--- src/hw/rtl/pfe_pkg.sv ---
// Package for the postfix expression evaluator: beat types, codes, constants.
// No dependencies.
`timescale 1ns / 1ps
package pfe_pkg;

    typedef struct packed {
        logic [7:0] symbol;
        logic       last;
    } t_in_beat;

    typedef struct packed {
        logic signed [31:0] value;
        logic [2:0]         status;
    } t_out_beat;

    typedef enum logic [2:0] {
        ST_OK        = 3'd0,
        ST_OVERFLOW  = 3'd1,
        ST_UNDERFLOW = 3'd2,
        ST_LEFTOVER  = 3'd3,
        ST_DIVZERO   = 3'd4,
        ST_BADEXP    = 3'd5,
        ST_BADOP     = 3'd6
    } t_status;

    typedef enum logic [2:0] {
        OP_PUSH = 3'd0,
        OP_ADD  = 3'd1,
        OP_SUB  = 3'd2,
        OP_MUL  = 3'd3,
        OP_DIV  = 3'd4,
        OP_POW  = 3'd5,
        OP_BAD  = 3'd6
    } t_op;

    // Classified command passed from front to back.
    typedef struct packed {
        t_op                op;
        logic signed [31:0] imm;
        logic               last;
    } t_cmd;

    typedef enum logic [3:0] {
        S_IDLE, S_POP1, S_POP2, S_WAIT2, S_EXEC, S_MULW, S_DIVI, S_POWI, S_PUSH,
        S_FPOP, S_FWAIT, S_EMIT
    } t_state;

    localparam logic [7:0] CH_PLUS  = 8'd43;
    localparam logic [7:0] CH_MINUS = 8'd45;
    localparam logic [7:0] CH_STAR  = 8'd42;
    localparam logic [7:0] CH_SLASH = 8'd47;
    localparam logic [7:0] CH_CARET = 8'd94;
    localparam logic [7:0] CH_DOLL  = 8'd36;
    localparam logic [7:0] CH_LPAR  = 8'd40;
    localparam logic [7:0] CH_RPAR  = 8'd41;
    localparam logic [7:0] CH_ZERO  = 8'd48;

    localparam logic signed [31:0] Q_ONE = 32'sh0001_0000;

    function automatic logic signed [31:0] sat32(input logic signed [65:0] v);
        if (v > 66'sh0_7FFF_FFFF)
            return 32'sh7FFF_FFFF;
        else if (v < -66'sh0_8000_0000)
            return 32'sh8000_0000;
        else
            return v[31:0];
    endfunction

endpackage

--- src/hw/rtl/pfe_front.sv ---
// Front end: classifies characters into commands and feeds a short queue.
// Depends on pfe_pkg.
`timescale 1ns / 1ps
module pfe_front import pfe_pkg::*; (
    input  logic     i_clk,
    input  logic     i_rst_n,
    input  logic     i_push,
    input  t_in_beat i_in,
    output logic     o_full,
    input  logic     i_take,
    output logic     o_avail,
    output t_cmd     o_cmd
);
    localparam int QD = 2;

    t_cmd       r_q [QD];
    logic       r_wp, r_rp;
    logic [1:0] r_cnt;
    t_cmd       n_cmd;
    logic       w_wr, w_rd;

    always_comb begin
        n_cmd.last = i_in.last;
        n_cmd.imm  = '0;
        case (i_in.symbol)
            CH_PLUS:            n_cmd.op = OP_ADD;
            CH_MINUS:           n_cmd.op = OP_SUB;
            CH_STAR:            n_cmd.op = OP_MUL;
            CH_SLASH:           n_cmd.op = OP_DIV;
            CH_CARET, CH_DOLL:  n_cmd.op = OP_POW;
            CH_LPAR, CH_RPAR:   n_cmd.op = OP_BAD;
            default: begin
                n_cmd.op  = OP_PUSH;
                n_cmd.imm = (32'(signed'({1'b0, i_in.symbol})) - 32'sd48) <<< 16;
            end
        endcase
    end

    assign o_full  = (r_cnt == 2'(QD));
    assign o_avail = (r_cnt != 2'd0);
    assign o_cmd   = r_q[r_rp];
    assign w_wr    = i_push && !o_full;
    assign w_rd    = i_take && o_avail;

    always_ff @(posedge i_clk) begin
        if (w_wr) r_q[r_wp] <= n_cmd;
        if (!i_rst_n) begin
            r_wp <= 1'b0; r_rp <= 1'b0; r_cnt <= '0;
        end else begin
            if (w_wr) r_wp <= ~r_wp;
            if (w_rd) r_rp <= ~r_rp;
            r_cnt <= r_cnt + 2'(w_wr) - 2'(w_rd);
        end
    end
endmodule

--- config.mk ---
export PLATFORM = sky130hd
export DESIGN_NAME = pfe_front
export DESIGN_NICKNAME = d
export VERILOG_FILES = /design/src/hw/rtl/pfe_pkg.sv /design/src/hw/rtl/pfe_front.sv
export SDC_FILE = /design/constraint.sdc
export NUM_CORES = 1
export LEC_CHECK = 0
export ABC_AREA = 0
export ABC_CLOCK_PERIOD_IN_PS = 1600
export BUFFER_PORTS_ARGS = -buffer_cell sky130_fd_sc_hd__buf_2
export CORE_MARGIN = 3
export CORE_UTILIZATION = 35
export DETAILED_ROUTE_END_ITERATION = 12
export PLACE_DENSITY_LB_ADDON = 0.05
export SYNTH_ARGS = -nofsm -noshare
export SYNTH_HDL_FRONTEND = slang
export SYNTH_SLANG_ARGS = --single-unit
--- constraint.sdc ---
create_clock -name i_clk -period 1.6 [get_ports i_clk]
set_input_delay 0.32 -clock i_clk [delete_from_list [all_inputs] [get_ports i_clk]]
set_output_delay 0.32 -clock i_clk [all_outputs]
set_load 0.02 [all_outputs]
==> Word-level counts from Yosys, hierarchy flattened <==
Memory sizes are Yosys's and may differ from the RTL's. A register that Yosys moved wholly into a read port is not among the register bits.
Cells that the tools add are included.
W data, S select, Z words.
{ "word_totals": {"register_bits": 4, "ram_bits": 72, "in_bits": 13, "out_inout_bits": 38, "word_cells": 31, "n_memories": 1} }
{ "mem_list": {"columns": ["name", "depth", "width", "read_ports", "rd_ports_with_merged_regs", "write_ports", "line", "text"], "rows": [
  ["r_q", 2, 36, 1, 1, 1, "pfe_front.sv:16", "t_cmd r_q [QD];"]
]} }
{ "op_classes": {"add_sub_neg": 3, "n_eq_ne": 9, "muxes": 6, "bitwise_logic": 2, "reduce_logical": 7} }
{ "op_table": {"columns": ["op", "count"], "rows": [
  ["$eq A8 B6 Y1 const B", 7],
  ["$mux W32", 1],
  ["$pmux W3 S6", 1],
  ["$sub A8 B6 Y9 const B", 1],
  ["$eq A8 B7 Y1 const B", 1],
  ["$reduce_or A8 Y1", 1],
  ["$mux W1", 4],
  ["$reduce_or A2 Y1", 2],
  ["$add A2 B1 Y2", 1],
  ["$eq A2 B2 Y1 const B", 1],
  ["$logic_and A1 B1 Y1", 2],
  ["$not A1 Y1", 2],
  ["$reduce_bool A2 Y1", 1],
  ["$sub A2 B1 Y2", 1],
  ["$logic_not A1 Y1", 1]
]} }

==> Depth between registers and ports, before layout <==
{ "depth": {"word_depth": 5, "mapped_depth": 8, "depth_no_buf": 8} }

==> Worst setup path after synthesis <==
OpenSTA, ideal clock, no wires.
{ "synth_timing": {"kind": "input to register", "startpoint": "input i_in[5] (netlist bit)", "endpoint": "memory r_q[0][23] (netlist bit), data pin", "setup_ns": 0.273, "arrival_time_ns": 1.318, "required_ns": 1.327, "path_slack_ns": 0.009, "cell_stages": 5, "n_path_buf": 0, "path_cell_list": "inv_1 > ha_1 > or4b_4 > a21oi_4 > nor3_1"} }
{ "synth_lines": {"columns": ["item", "line", "text"], "rows": [
  ["from (decl)", "pfe_front.sv:8", "input t_in_beat i_in,"],
  ["to (decl)", "pfe_front.sv:16", null]
]} }

==> flow_metrics.py <==
metrics = {
    "route": {
        "viasPerCell": 4.71,
        "drtIter0Drc": 50,
        "postRouteWirelength_um": 3180,
        "routed-via-count": 1112,
        "routedWlPerCell_um": 13.5,
        "antenna_left": 0,
        "drc": 0,
        "dr.pass1.iters": 4,
    },
    "floorplan": {
        "die_area_um2": 5570,
        "start_util": 0.371,
        "coreArea_um2": 4440,
        "placementRows": 24,
        "die_width_um": 74.6,
        "chipHeight_um": 74.6,
        "io_pins": 51,
    },
    "logic_synthesis": {
        "yosys_warnings": 0,
        "synth_seq_cells": 31,
        "synthCells": 135,
        "ys_seq_area_frac": 0.534,
        "netlist_area_um2": 1650,
        "syn_area_per_cell_um2": 12.2,
        "synth_cell_type_count": 35,
    },
    "setup_path": {
        "rrSetupSlack_ns": 0.09,
        "arrival_ns": 1.26,
        "end_kind": "output port",
        "worstSetupPathType": "reg -> out",
        "worstPathRequired_ns": 1.28,
        "start_kind": "register",
        "path_max_fanout": 5,
    },
    "cts": {
        "numCtsBuffers": 5,
        "cts_hold_buf": 0,
        "insertion_delay_ns": 0.28,
        "cts-root-buf": "clkbuf_8",
        "clk_path_buf_depth": 2,
        "clk_pin_slew_ns": 0.06,
        "cts_sinks": 31,
        "htreeDepth": 2,
        "tritoncts": "yes",
        "post_cts_buffers": 0,
    },
    "global_routing": {
        "met3_usage": 0.0481,
        "grt_use_met2": 0.201,
        "grt_max_degree": 14,
        "grt-ovfl-total": 0,
        "grt_pass1_vias": 1007,
        "antenna_found_initial": 0,
        "grt_pass1_wl_um": 4890,
        "busiest_layer": "met2",
        "grt_usage": 0.121,
        "use_met1": 0.142,
    },
    "placed_design": {
        "place_hpwl_um": 2330,
        "placed_area_um2": 1890,
        "numPortBuffers": 34,
        "gp_congestion": 0.738,
    },
    "timing": {
        "min_period_over_period": 0.985,
        "maxSlewViolCount": 0,
        "hold_viol": 0,
        "setup_violations": 0,
        "period_needed_ns": 1.58,
        "skew_ns": 0.00324,
        "rsz0062_at_grt": "true",
        "max_clock_freq_ghz": 0.634,
    },
    "layout": {
        "synthToLayoutAreaGrowth_pct": 28.9,
        "fin_util": 0.478,
        "final_area_um2": 2130,
        "nets": 201,
        "drive_above_1_share": 0.457,
        "n_antenna_cell": 0,
        "n_fill_cell": 414,
    },
    "power_and_ir_drop": {
        "powerDensity_nw_per_um2": 1500,
        "p_leak_nw": 0.930,
        "vdd_drop_max_v": 0.000514,
        "p_total_mw": 3.19,
    },
    "status": {
        "outcome": "complete, no violations",
    },
    "job": {
        "maxCapViolCount": 0,
    },
    "worst_hold_path": {
        "min_path_type": "in -> reg",
    },
}
cells by family after synthesis:
| kind of cell | share of synthesized area |
|---|---|
| buf+inv | 0.135 |
| simple gates | 0.118 |
| flops | 0.534 |
| mux | 0.0956 |
| compound gates | 0.0554 |
| fa+ha+maj | 0.0379 |
| xor+xnor | 0.0212 |
| other cells | 0.00227 |
cell type report:
type / instances / area, µm² / share of cell area
Tap cell: 52 / 65.1 / 0.0306
Sequential cell: 31 / 887 / 0.417
Inverter: 9 / 33.8 / 0.0159
Multi-Input combinational cell: 85 / 661 / 0.311
Clock buffer: 5 / 68.8 / 0.0324
Timing Repair Buffer: 51 / 372 / 0.175
Clock inverter: 3 / 38.8 / 0.0182
cells in the mapped netlist:
cell type,count,area share
o21ai_0,3,0.0091
nor3_1,6,0.018
buf_2,1,0.0030
o21a_1,1,0.0046
and2_1,3,0.011
nand2_1,3,0.0068
nand4_1,1,0.0038
a32o_1,1,0.0061
a211oi_1,1,0.0046
nor3b_1,2,0.0091
a21oi_1,4,0.012
buf_4,23,0.10
dfxtp_1,5,0.061
nand2b_1,2,0.0076
and3_1,1,0.0038
buf_6,1,0.0068
xor2_1,2,0.011
o22ai_1,1,0.0038
nand4bb_1,1,0.0068
or4b_4,1,0.0083
or2_2,1,0.0038
xnor2_1,2,0.011
a2bb2oi_1,1,0.0053
inv_1,9,0.020
or3_1,1,0.0038
mux2_2,14,0.096
nor4b_1,1,0.0053
or3b_2,1,0.0053
edfxtp_1,26,0.47
nand3b_1,1,0.0046
a21oi_4,1,0.0099
ha_1,5,0.038
nor2b_1,1,0.0038
nor2_1,7,0.016
conb_1,1,0.0023
placed cells by master (no fill, tap or decap), types with 4 or more instances in the layout:
cell and n:
conb_1 16, nor3_1 5, nor2_1 7, clkbuf_8 5, a21oi_1 4, buf_2 26
buf_4 14, mux2_4 9, inv_1 9, edfxtp_1 26, mux2_2 5, buf_6 9
ha_1 4
critical path, cell delays in order (launching register included):
cell,delay [ns]
dfxtp_2,0.35
buf_6,0.13
mux2_2,0.34
buf_2,0.16
stage by stage:
stage	hold WS (ns)	setup TNS [ns]	cells	setup slack (ns)
floorplan	0.419	0	150	0.00886
global placement	0.470	-2.33	228	-0.161
detailed placement	0.485	-2.24	228	-0.158
CTS	0.218	0	236	0.00207
global route	0.215	-0.379	236	-0.0399
finish	0.229	0	236	0.0238
report_power, final:
group	internal (mW)	switching (mW)
sequential	1.06	0.0687
clock	0.455	0.280
combinational	0.630	0.703
total	2.14	1.05
metal layers:
layer  vias to the layer above  share of wire
met4                         0         0.0063
met1                       533           0.41
met3                         2          0.063
li1                        533              -
met2                        44           0.52
met5                         -              0
sequential cells by signal (all words and copies together) (netlist names), named ones only:
| register | count |
|---|---|
| r_cnt | 2 |
| r_rp | 1 |
| r_q | 26 |
| r_wp | 1 |
path summary, 6_finish.rpt:
kind	startpoint	end	cells past startpoint
worst max-delay path	register	o_cmd[22]	3
worst min-delay path	i_in[0]	r_q[0][0]	1
worst max register to register	r_cnt[1]	r_cnt[1]	7
worst min register to register	r_wp	r_wp	2
repair_timing:
action | in CTS | in global routing
pin swaps | 0 | 2
resized for setup | 4 | 33
endpoints found under the setup margin | 16 | 18
Note: power is estimated with default switching activity, not from simulation.
